[src/design/uart_rb_pkg.sv]
`timescale 1ns / 1ps
// ----------------------------------------------------------------------------
// uart_rb_pkg
// Shared types, constants and helpers of the 16550-style UART register block.
// ----------------------------------------------------------------------------
package uart_rb_pkg;

	localparam int FIFO_DEPTH = 16;
	localparam int PTR_W = (FIFO_DEPTH > 1) ? $clog2(FIFO_DEPTH) : 1;
	localparam int CNT_W = $clog2(FIFO_DEPTH + 1);
	localparam int SUM_W = CNT_W + 1;

	typedef logic [PTR_W-1:0] ptr_t;
	typedef logic [CNT_W-1:0] cnt_t;

	typedef enum logic [2:0] {
		KIND_READ   = 3'd0,
		KIND_WRITE  = 3'd1,
		KIND_RX     = 3'd2,
		KIND_TX_RDY = 3'd3,
		KIND_MODEM  = 3'd4
	} kind_t;

	localparam logic [2:0] ADDR_RBR = 3'd0;
	localparam logic [2:0] ADDR_IER = 3'd1;
	localparam logic [2:0] ADDR_IIR = 3'd2;
	localparam logic [2:0] ADDR_LCR = 3'd3;
	localparam logic [2:0] ADDR_MCR = 3'd4;
	localparam logic [2:0] ADDR_LSR = 3'd5;
	localparam logic [2:0] ADDR_MSR = 3'd6;
	localparam logic [2:0] ADDR_SCR = 3'd7;

	localparam logic [3:0] IIR_LINE     = 4'h6;
	localparam logic [3:0] IIR_RXD      = 4'h4;
	localparam logic [3:0] IIR_TX_EMPTY = 4'h2;
	localparam logic [3:0] IIR_MODEM    = 4'h0;
	localparam logic [3:0] IIR_NO_INT   = 4'h1;
	localparam logic [7:0] IIR_FIFO_BITS = 8'hC0;
	localparam int DLAB_BIT = 7;

	typedef struct packed {
		logic [3:0] ier;
		logic       line_err;
		logic       rx_trig;
		logic       thre;
		logic       modem_delta;
	} irq_src_t;

	function automatic ptr_t ptr_inc(input ptr_t p);
		ptr_t r;
		if (int'(p) == FIFO_DEPTH - 1) r = '0;
		else r = ptr_t'(int'(p) + 1);
		return r;
	endfunction

	function automatic ptr_t ptr_add(input ptr_t p, input cnt_t c);
		logic [SUM_W-1:0] s;
		s = SUM_W'(p) + SUM_W'(c);
		if (int'(s) >= FIFO_DEPTH) s = s - SUM_W'(FIFO_DEPTH);
		return s[PTR_W-1:0];
	endfunction

	function automatic cnt_t rx_trigger(input logic [2:0] mode);
		int t;
		cnt_t r;
		unique case (mode[2:1])
			2'd0: t = 1;
			2'd1: t = 4;
			2'd2: t = 8;
			default: t = 14;
		endcase
		if (t > FIFO_DEPTH) t = FIFO_DEPTH;
		r = mode[0] ? CNT_W'(t) : CNT_W'(1);
		return r;
	endfunction

endpackage

[src/design/uart_rb_irq.sv]
`timescale 1ns / 1ps
// ----------------------------------------------------------------------------
// uart_rb_irq
// Interrupt priority encoder: line status, rx data, THRE, modem.
// ----------------------------------------------------------------------------
module uart_rb_irq (
	input  uart_rb_pkg::irq_src_t src,
	output logic [3:0]            code
);
	always_comb begin
		priority if (src.ier[2] && src.line_err) code = uart_rb_pkg::IIR_LINE;
		else if (src.ier[0] && src.rx_trig) code = uart_rb_pkg::IIR_RXD;
		else if (src.ier[1] && src.thre) code = uart_rb_pkg::IIR_TX_EMPTY;
		else if (src.ier[3] && src.modem_delta) code = uart_rb_pkg::IIR_MODEM;
		else code = uart_rb_pkg::IIR_NO_INT;
	end
endmodule

[src/design/uart_register_block_unit.sv]
`timescale 1ns / 1ps
// ----------------------------------------------------------------------------
// uart_register_block_unit
// Register side of a 16550-style UART with rx/tx FIFOs and interrupt logic.
// ----------------------------------------------------------------------------
// One beat in, one beat out. Each event is handled by the logic in front of the
// result register, so a new beat is taken every cycle; a result waits in that
// register while out_stall is high, and in_stall then holds the input. A result
// shows in the cycle after its beat. divisor, line_control and modem_out show
// the register values after the beat that is presented on the output.
module uart_register_block_unit (
	input  logic        clk,
	input  logic        arst_n,
	input  logic        in_valid,
	output logic        in_stall,
	input  logic [2:0]  kind,
	input  logic [2:0]  addr,
	input  logic [7:0]  wdata,
	input  logic [7:0]  rx_byte,
	input  logic [2:0]  rx_errors,
	input  logic [3:0]  modem_in,
	output logic        out_valid,
	input  logic        out_stall,
	output logic [7:0]  rdata,
	output logic        irq_out,
	output logic        tx_valid,
	output logic [7:0]  tx_byte,
	output logic [15:0] divisor,
	output logic [7:0]  line_control,
	output logic [3:0]  modem_out
);
	localparam int DEPTH = uart_rb_pkg::FIFO_DEPTH;

	logic [7:0] rx_data_q [DEPTH];
	logic [2:0] rx_err_q  [DEPTH];
	logic [7:0] tx_data_q [DEPTH];

	uart_rb_pkg::ptr_t rx_head_q, tx_head_q, n_rx_head, n_tx_head;
	uart_rb_pkg::cnt_t rx_count_q, tx_count_q, err_cnt_q;
	uart_rb_pkg::cnt_t n_rx_count, n_tx_count, n_err_cnt;
	logic [3:0]  ier_q, n_ier;
	logic [7:0]  lcr_q, n_lcr;
	logic [5:0]  mcr_q, n_mcr;
	logic [15:0] dl_q, n_dl;
	logic [2:0]  fmode_q, n_fmode;
	logic [3:0]  lerr_q, n_lerr;
	logic [3:0]  mdelta_q, n_mdelta;
	logic [3:0]  mlevel_q, n_mlevel;
	logic        thre_q, n_thre;
	logic [7:0]  scr_q, n_scr;

	logic        rx_we, tx_we;
	uart_rb_pkg::ptr_t rx_waddr, tx_waddr;

	logic        out_valid_q, rd_tx_valid;
	logic [7:0]  rdata_q, tx_byte_q, rd_data, rd_tx_byte;
	logic        irq_q;
	logic        tx_valid_q;

	logic        accept, fifo_on, dlab, rx_full, tx_full;
	uart_rb_pkg::cnt_t cap, tx_after;
	uart_rb_pkg::irq_src_t src_cur, src_nxt;
	logic [3:0]  code_cur, code_nxt;
	logic [7:0]  lsr;

	assign accept   = in_valid && !in_stall;
	assign in_stall = out_valid_q && out_stall;
	assign fifo_on  = fmode_q[0];
	assign dlab     = lcr_q[uart_rb_pkg::DLAB_BIT];
	assign cap      = fifo_on ? uart_rb_pkg::CNT_W'(DEPTH) : uart_rb_pkg::CNT_W'(1);
	assign rx_full  = rx_count_q >= cap;
	assign tx_full  = tx_count_q >= cap;

	assign src_cur.ier         = ier_q;
	assign src_cur.line_err    = lerr_q != '0;
	assign src_cur.rx_trig     = rx_count_q != '0 && rx_count_q >= uart_rb_pkg::rx_trigger(fmode_q);
	assign src_cur.thre        = thre_q;
	assign src_cur.modem_delta = mdelta_q != '0;

	assign src_nxt.ier         = n_ier;
	assign src_nxt.line_err    = n_lerr != '0;
	assign src_nxt.rx_trig     = n_rx_count != '0 && n_rx_count >= uart_rb_pkg::rx_trigger(n_fmode);
	assign src_nxt.thre        = n_thre;
	assign src_nxt.modem_delta = n_mdelta != '0;

	uart_rb_irq u_irq_cur (.src(src_cur), .code(code_cur));
	uart_rb_irq u_irq_nxt (.src(src_nxt), .code(code_nxt));

	assign lsr = {fifo_on && err_cnt_q != '0, {2{tx_count_q == '0}}, lerr_q, rx_count_q != '0};
	assign tx_after = tx_count_q - uart_rb_pkg::CNT_W'(1);

	always_comb begin
		n_rx_head = rx_head_q; n_rx_count = rx_count_q; n_err_cnt = err_cnt_q;
		n_tx_head = tx_head_q; n_tx_count = tx_count_q;
		n_ier = ier_q; n_lcr = lcr_q; n_mcr = mcr_q; n_dl = dl_q; n_fmode = fmode_q;
		n_lerr = lerr_q; n_mdelta = mdelta_q; n_mlevel = mlevel_q; n_thre = thre_q;
		n_scr = scr_q;
		rx_we = 1'b0; rx_waddr = uart_rb_pkg::ptr_add(rx_head_q, rx_count_q);
		tx_we = 1'b0; tx_waddr = uart_rb_pkg::ptr_add(tx_head_q, tx_count_q);
		rd_data = '0; rd_tx_valid = 1'b0; rd_tx_byte = '0;
		unique case (kind)
			uart_rb_pkg::KIND_READ: begin
				unique case (addr)
					uart_rb_pkg::ADDR_RBR: begin
						if (dlab) rd_data = dl_q[7:0];
						else if (rx_count_q != '0) begin
							rd_data    = rx_data_q[rx_head_q];
							n_rx_head  = uart_rb_pkg::ptr_inc(rx_head_q);
							n_rx_count = rx_count_q - uart_rb_pkg::CNT_W'(1);
							if (rx_err_q[rx_head_q] != '0)
								n_err_cnt = err_cnt_q - uart_rb_pkg::CNT_W'(1);
							if (n_rx_count != '0)
								n_lerr = lerr_q | {rx_err_q[n_rx_head], 1'b0};
						end
					end
					uart_rb_pkg::ADDR_IER: rd_data = dlab ? dl_q[15:8] : {4'd0, ier_q};
					uart_rb_pkg::ADDR_IIR: begin
						if (code_cur == uart_rb_pkg::IIR_TX_EMPTY) n_thre = 1'b0;
						rd_data = {4'd0, code_cur} | (fifo_on ? uart_rb_pkg::IIR_FIFO_BITS : 8'd0);
					end
					uart_rb_pkg::ADDR_LCR: rd_data = lcr_q;
					uart_rb_pkg::ADDR_MCR: rd_data = {2'd0, mcr_q};
					uart_rb_pkg::ADDR_LSR: begin
						rd_data = lsr;
						n_lerr  = '0;
					end
					uart_rb_pkg::ADDR_MSR: begin
						rd_data  = {mlevel_q, mdelta_q};
						n_mdelta = '0;
					end
					default: rd_data = scr_q;
				endcase
			end
			uart_rb_pkg::KIND_WRITE: begin
				unique case (addr)
					uart_rb_pkg::ADDR_RBR: begin
						if (dlab) n_dl[7:0] = wdata;
						else begin
							n_thre = 1'b0;
							if (!tx_full) begin
								tx_we      = 1'b1;
								n_tx_count = tx_count_q + uart_rb_pkg::CNT_W'(1);
							end
						end
					end
					uart_rb_pkg::ADDR_IER: begin
						if (dlab) n_dl[15:8] = wdata;
						else begin
							if (wdata[1] && tx_count_q == '0) n_thre = 1'b1;
							n_ier = wdata[3:0];
						end
					end
					uart_rb_pkg::ADDR_IIR: begin
						if (wdata[0] != fmode_q[0]) begin
							n_rx_head = '0; n_rx_count = '0; n_err_cnt = '0;
							n_tx_head = '0; n_tx_count = '0; n_thre = 1'b1;
						end
						if (wdata[0]) begin
							n_fmode = {wdata[7:6], 1'b1};
							if (wdata[1]) begin
								n_rx_head = '0; n_rx_count = '0; n_err_cnt = '0;
							end
							if (wdata[2]) begin
								n_tx_head = '0; n_tx_count = '0; n_thre = 1'b1;
							end
						end else n_fmode = {fmode_q[2:1], 1'b0};
					end
					uart_rb_pkg::ADDR_LCR: n_lcr = wdata;
					uart_rb_pkg::ADDR_MCR: n_mcr = wdata[5:0];
					uart_rb_pkg::ADDR_SCR: n_scr = wdata;
					default: ;
				endcase
			end
			uart_rb_pkg::KIND_RX: begin
				if (rx_full) begin
					n_lerr[0] = 1'b1;
					if (!fifo_on) begin
						rx_we    = 1'b1;
						rx_waddr = rx_head_q;
						n_lerr   = n_lerr | {rx_errors, 1'b0};
						n_err_cnt = err_cnt_q
							- uart_rb_pkg::CNT_W'(rx_err_q[rx_head_q] != '0)
							+ uart_rb_pkg::CNT_W'(rx_errors != '0);
					end
				end else begin
					rx_we      = 1'b1;
					n_rx_count = rx_count_q + uart_rb_pkg::CNT_W'(1);
					n_err_cnt  = err_cnt_q + uart_rb_pkg::CNT_W'(rx_errors != '0);
					if (rx_count_q == '0) n_lerr = lerr_q | {rx_errors, 1'b0};
				end
			end
			uart_rb_pkg::KIND_TX_RDY: begin
				if (tx_count_q != '0) begin
					rd_tx_valid = 1'b1;
					rd_tx_byte  = tx_data_q[tx_head_q];
					n_tx_head   = uart_rb_pkg::ptr_inc(tx_head_q);
					n_tx_count  = tx_after;
					if (tx_after == '0) n_thre = 1'b1;
				end
			end
			uart_rb_pkg::KIND_MODEM: begin
				n_mdelta = mdelta_q | ((modem_in ^ mlevel_q) & 4'hB)
					| ((mlevel_q & ~modem_in) & 4'h4);
				n_mlevel = modem_in;
			end
			default: ;
		endcase
	end

	always_ff @(posedge clk) begin
		if (accept && rx_we) begin
			rx_data_q[rx_waddr] <= rx_byte;
			rx_err_q[rx_waddr]  <= rx_errors;
		end
	end

	always_ff @(posedge clk) begin
		if (accept && tx_we) tx_data_q[tx_waddr] <= wdata;
	end

	always_ff @(posedge clk or negedge arst_n) begin
		if (!arst_n) begin
			rx_head_q <= '0; rx_count_q <= '0; err_cnt_q <= '0;
			tx_head_q <= '0; tx_count_q <= '0;
			ier_q <= '0; lcr_q <= '0; mcr_q <= '0; dl_q <= '0; fmode_q <= '0;
			lerr_q <= '0; mdelta_q <= '0; mlevel_q <= '0; thre_q <= 1'b0; scr_q <= '0;
			out_valid_q <= 1'b0;
		end else begin
			if (accept) begin
				rx_head_q <= n_rx_head; rx_count_q <= n_rx_count; err_cnt_q <= n_err_cnt;
				tx_head_q <= n_tx_head; tx_count_q <= n_tx_count;
				ier_q <= n_ier; lcr_q <= n_lcr; mcr_q <= n_mcr; dl_q <= n_dl;
				fmode_q <= n_fmode; lerr_q <= n_lerr; mdelta_q <= n_mdelta;
				mlevel_q <= n_mlevel; thre_q <= n_thre; scr_q <= n_scr;
			end
			if (!in_stall) out_valid_q <= accept;
		end
	end

	always_ff @(posedge clk) begin
		if (accept) begin
			rdata_q   <= rd_data;
			irq_q     <= code_nxt != uart_rb_pkg::IIR_NO_INT;
			tx_byte_q <= rd_tx_byte;
		end
	end

	always_ff @(posedge clk or negedge arst_n) begin
		if (!arst_n) tx_valid_q <= 1'b0;
		else if (accept) tx_valid_q <= rd_tx_valid;
	end

	assign out_valid    = out_valid_q;
	assign rdata        = rdata_q;
	assign irq_out      = irq_q;
	assign tx_valid     = tx_valid_q;
	assign tx_byte      = tx_byte_q;
	assign divisor      = dl_q;
	assign line_control = lcr_q;
	assign modem_out    = mcr_q[3:0];

	a_rx_bound: assert property (@(posedge clk) disable iff (!arst_n)
		int'(rx_count_q) <= DEPTH && int'(tx_count_q) <= DEPTH)
		else $error("fifo count beyond depth");
	a_single: assert property (@(posedge clk) disable iff (!arst_n)
		!fifo_on |-> (rx_count_q <= uart_rb_pkg::CNT_W'(1) && tx_count_q <= uart_rb_pkg::CNT_W'(1)))
		else $error("fifo off holds more than one byte");
	a_errcnt: assert property (@(posedge clk) disable iff (!arst_n)
		err_cnt_q <= rx_count_q)
		else $error("error count exceeds rx count");
endmodule
[config.mk]
export PLATFORM = sky130hd
export DESIGN_NAME = uart_register_block_unit
export DESIGN_NICKNAME = d
export VERILOG_FILES = /design/src/design/uart_rb_pkg.sv /design/src/design/uart_rb_irq.sv /design/src/design/uart_register_block_unit.sv
export SDC_FILE = /design/constraint.sdc
export NUM_CORES = 1
export LEC_CHECK = 0
export ABC_AREA = 0
export BUFFER_PORTS_ARGS = -buffer_cell sky130_fd_sc_hd__clkbuf_2
export CORE_MARGIN = 5
export CORE_UTILIZATION = 60
export CTS_CLUSTER_DIAMETER = 60
export DETAILED_ROUTE_END_ITERATION = 7
export GPL_TIMING_DRIVEN = 1
export PLACE_DENSITY = 0.77
export REMOVE_ABC_BUFFERS = 1
export SYNTH_ARGS = -nofsm -noshare
export SYNTH_HDL_FRONTEND = slang
export SYNTH_HIERARCHICAL = 1
export SYNTH_SLANG_ARGS = --single-unit
[constraint.sdc]
create_clock -name clk -period 10.8 [get_ports clk]
set_input_delay 2.16 -clock clk [delete_from_list [all_inputs] [get_ports clk]]
set_output_delay 2.16 -clock clk [all_outputs]
set_load 0.01 [all_outputs]
==> summary.txt <==
GRT
  • GR Util met3: 4.92%
  • Top Usage Layer GRT: met2
  • Global-route wire length before repair: 68100 microns
  • Largest net degree at the start of global routing: 64
  • GR Layer Usage met2: 41.2%
  • Met1 track demand over resource: 36.9%
  • Tot GR Track Use: 25.8%
  • GR Overflow Total: 0
  • Initial antenna violation count: 2
  • Vias in the first global route: 11400

Power and ir drop
  • Switching share of power: 28.8%
  • Lkg Pwr: 0.00733 uW
  • Clock power share: 33.0%
  • Pwr dens: 203 nW/um^2
  • Seq pwr share: 44.4%
  • Switching pwr: 1210 uW
  • Int Power: 2980 uW
  • Comb power frac: 22.5%
  • Tot Pwr: 4180 uW
  • Maximum vdd drop: 151 uV

Layout
  • Register Area: 11700 sq um
  • Layout cells sized above 1: 22.4%
  • Area Growth Syn to Fin: 10.8%
  • Nets: 1424
  • Fillers: 2094
  • Core Util, Final: 67.4%
  • Post-route insts no fill: 1775
  • Commonest non-fill, non-tap cells in the layout: 321 x edfxtp_1, 85 x nor2_1, 81 x nand2_1, 81 x dfrtp_1, 79 x clkbuf_2
  • Most common cell after layout, fill and taps aside: edfxtp_1
  • Area occupied by multi-input gates: 6520 sq um
  • Ant diodes: 0

Drt
  • Post-DRT Antenna Nets: 0
  • # DRC: 0
  • Wire per inst: 24.9 microns
  • DR pass1 iterations: 7
  • Vias/cell: 6.55
  • DRT iter0 DRCs: 1474
  • Routed Wire Length: 44200 microns
  • Vias: 11600

Synth
  • Mapped Cells: 1283
  • Syn Area/Cell: 14.5 sq um
  • Mapped cell area: 18600 sq um
  • Top cell type's share of synthesized area: 51.7%
  • Seq/Total Area, Yosys: 62.9%
  • Ys async rst share: 20.5%
  • Synthesized flop and latch total: 404
  • EDFF count, synth: 321
  • Synth unique cells: 79
  • Area contributors post-synth: edfxtp_1 52%, dfrtp_1 11%, mux4_2 8.3%, mux2_2 3.7%, ha_1 2.7%
  • Yosys top cell by area: edfxtp_1
  • Synth Flop Type: edfxtp_1
  • Synth warnings: 6

Clock tree
  • Post-CTS setup buffer count: 0
  • Post_cts resized: 0
  • Clock buffer depth: 3
  • Clk root buf: clkbuf_16
  • CTS sink cnt: 404
  • Worst skew pair latency: 0.53 ns
  • # H-tree levels: 2
  • CTS clk-pin slew, worst paths: 0.06 ns
  • CTS tree: built
  • Hold Buf Count CTS: 0
  • TritonCTS buffer count: 41

Critical path
  • Max FO, Critical Path: 29
  • Worst Setup Start Kind: input port
  • Reg-to-reg startpoint: fmode_q[0]$_DFFE_PN0P_
  • CP Data Required Time: 11.06 ns
  • Arr. time, crit path: 6.18 ns
  • WS Path Type: in2reg
  • Reg2reg setup slack: 5.54 ns
  • FF-to-FF path depth: 17
  • Worst R2R End: irq_out$_DFFE_PP_
  • Critical path endpoint category: register

Timing
  • Final clock skew: 0.0131 ns
  • Setup TNS: 0 ns
  • Min Tclk post-route: 5.92 ns
  • Tcrit/Tclk final: 54.8%
  • Maximum clock rate: 0.169 GHz
  • Final setup fails: 0
  • Slew Limit Fails: 0
  • Final Hold Fails: 0
  • Hold_ws: 0.507 ns
  • Worst-Margin Slew: 1.24 ns
  • Max-slew headroom: 16.8%
  • RSZ-0062 raised after global routing: false

Min path
  • Hold Crit Class: reg2reg
  • Worst Hold Launch: scr_q[5]$_DFFE_PN0P_
  • WHS Endpoint: scr_q[5]$_DFFE_PN0P_
  • WHS Path Cells: 1

Floorplan
  • Ports: 81
  • Die area: 34700 sq um
  • Initial Utilization: 60.8%
  • Cell Rows: 64
  • Die Y: 186 microns
  • Die width: 186 microns
  • Total core area: 30700 sq um

Placed design
  • Routability cong.: 0.904
  • Placed instance count: 1701
  • I/O Buffers: 80
  • Post-detail-place hpwl: 29900 microns

Outcome
  • Status: finished, final reports clean

Flow run
  • Max Cap Viol: 0
[layout make-up]
class,count,share of cell area [%]
clock buffers,58,5.72
well taps,396,2.40
repair buffers,93,2.42
flip-flops and latches,404,56.7
inverters,26,0.472
clock inverters,16,0.691
multi-input cells,782,31.5
[sequential cells by signal (all words and copies together) (netlist names), 4 cells and up]
register      cells
rdata             8
tx_head_q         4
rx_err_q         48
rx_count_q        5
tx_data_q       128
rx_head_q         4
rx_data_q       128
mdelta_q          4
ier_q             4
scr_q             8
err_cnt_q         5
mlevel_q          4
tx_count_q        5
divisor          16
mcr_q             6
lerr_q            4
line_control      8
tx_byte           8
[worst max-delay path by stage]
stage / startpoint / to / cells after the start
after floorplan: rx_head_q[0]$_DFFE_PN0P_ / irq_out$_DFFE_PP_ / 11
after global placement: addr[2] / irq_out$_DFFE_PP_ / 15
after detailed placement: addr[2] / irq_out$_DFFE_PP_ / 15
after CTS: addr[2] / irq_out$_DFFE_PP_ / 15
after global routing: addr[2] / irq_out$_DFFE_PP_ / 15
final: addr[2] / irq_out$_DFFE_PP_ / 15
[power groups by stage]
stage	logic, uW	clock network (uW)	registers [uW]
2_1_floorplan	643	0	1890
6_report	943	1380	1860
4_1_cts	937	1410	1860
3_5_place_dp	929	0	1890
3_3_place_gp	915	0	1890
5_1_grt	1040	1480	1870
[per-layer routing]
layer,vias up,part of all wire (%)
met2,564,47
met5,-,0.061
met1,5815,41
li1,5139,-
met3,100,8.4
met4,4,3.0
[stage by stage]
stage,setup slack (ns),instance area (sq um)
CTS,4.94,20700
global route,4.63,20700
floorplan,4.82,18300
detailed placement,4.40,19300
finish,4.88,20700
global placement,4.47,19300
[critical path, cell delays in order]
cell and delay [ns]:
clkbuf_2 0.33, or4_4 0.66, nor3_2 0.57, o21ai_0 0.19, a21boi_0 0.20, ha_1 0.31, nand2b_1 0.14, a21oi_1 0.13
nor2b_1 0.05, o21ai_0 0.15, nand2b_1 0.07, a21bo_1 0.23, a22o_1 0.23, a221oi_2 0.15, or4b_2 0.59
[Yosys cell counts (4+ instances only)]
cell      number
nor4b_1        4
nand3_1       19
nor2b_1       20
inv_1         26
mux2i_1       34
a31o_2         4
nor2_1        85
nand4_1        5
a211oi_1       9
xnor2_1       10
nand2_1       81
buf_2         15
and2_1         5
dfrtp_1       83
o31ai_1       10
a22oi_1       15
buf_4          6
a221oi_1      13
nor4_1         8
nand2b_1       9
a21o_1         9
mux4_2        69
or3_1         14
o22ai_1        5
o21ai_0       76
xor2_1         9
nor3_1        17
ha_1          40
or2_2          4
a311oi_1       4
clkbuf_1      42
a22o_1         9
buf_1          7
a21oi_1       52
mux2_2        62
a32o_1         7
and3_1         7
edfxtp_1     321
a31oi_1        5
[logic make-up (layout without fill, tap and decap cells)]
group                    after synthesis  in the layout  share of synthesized area (%)
AND/OR/NAND/NOR                      302            302                           8.14
XOR/XNOR                              19             19                          0.893
multiplexers                         165            165                           13.9
AO/OA/AOI/OAI                        251            251                           8.94
other                                  2              2                         0.0403
buffers and inverters                 97            193                           2.22
adder cells (fa/ha/maj)               43             43                           3.01
flip-flops                           404            404                           62.9
Power figures use the tool's default switching activity.
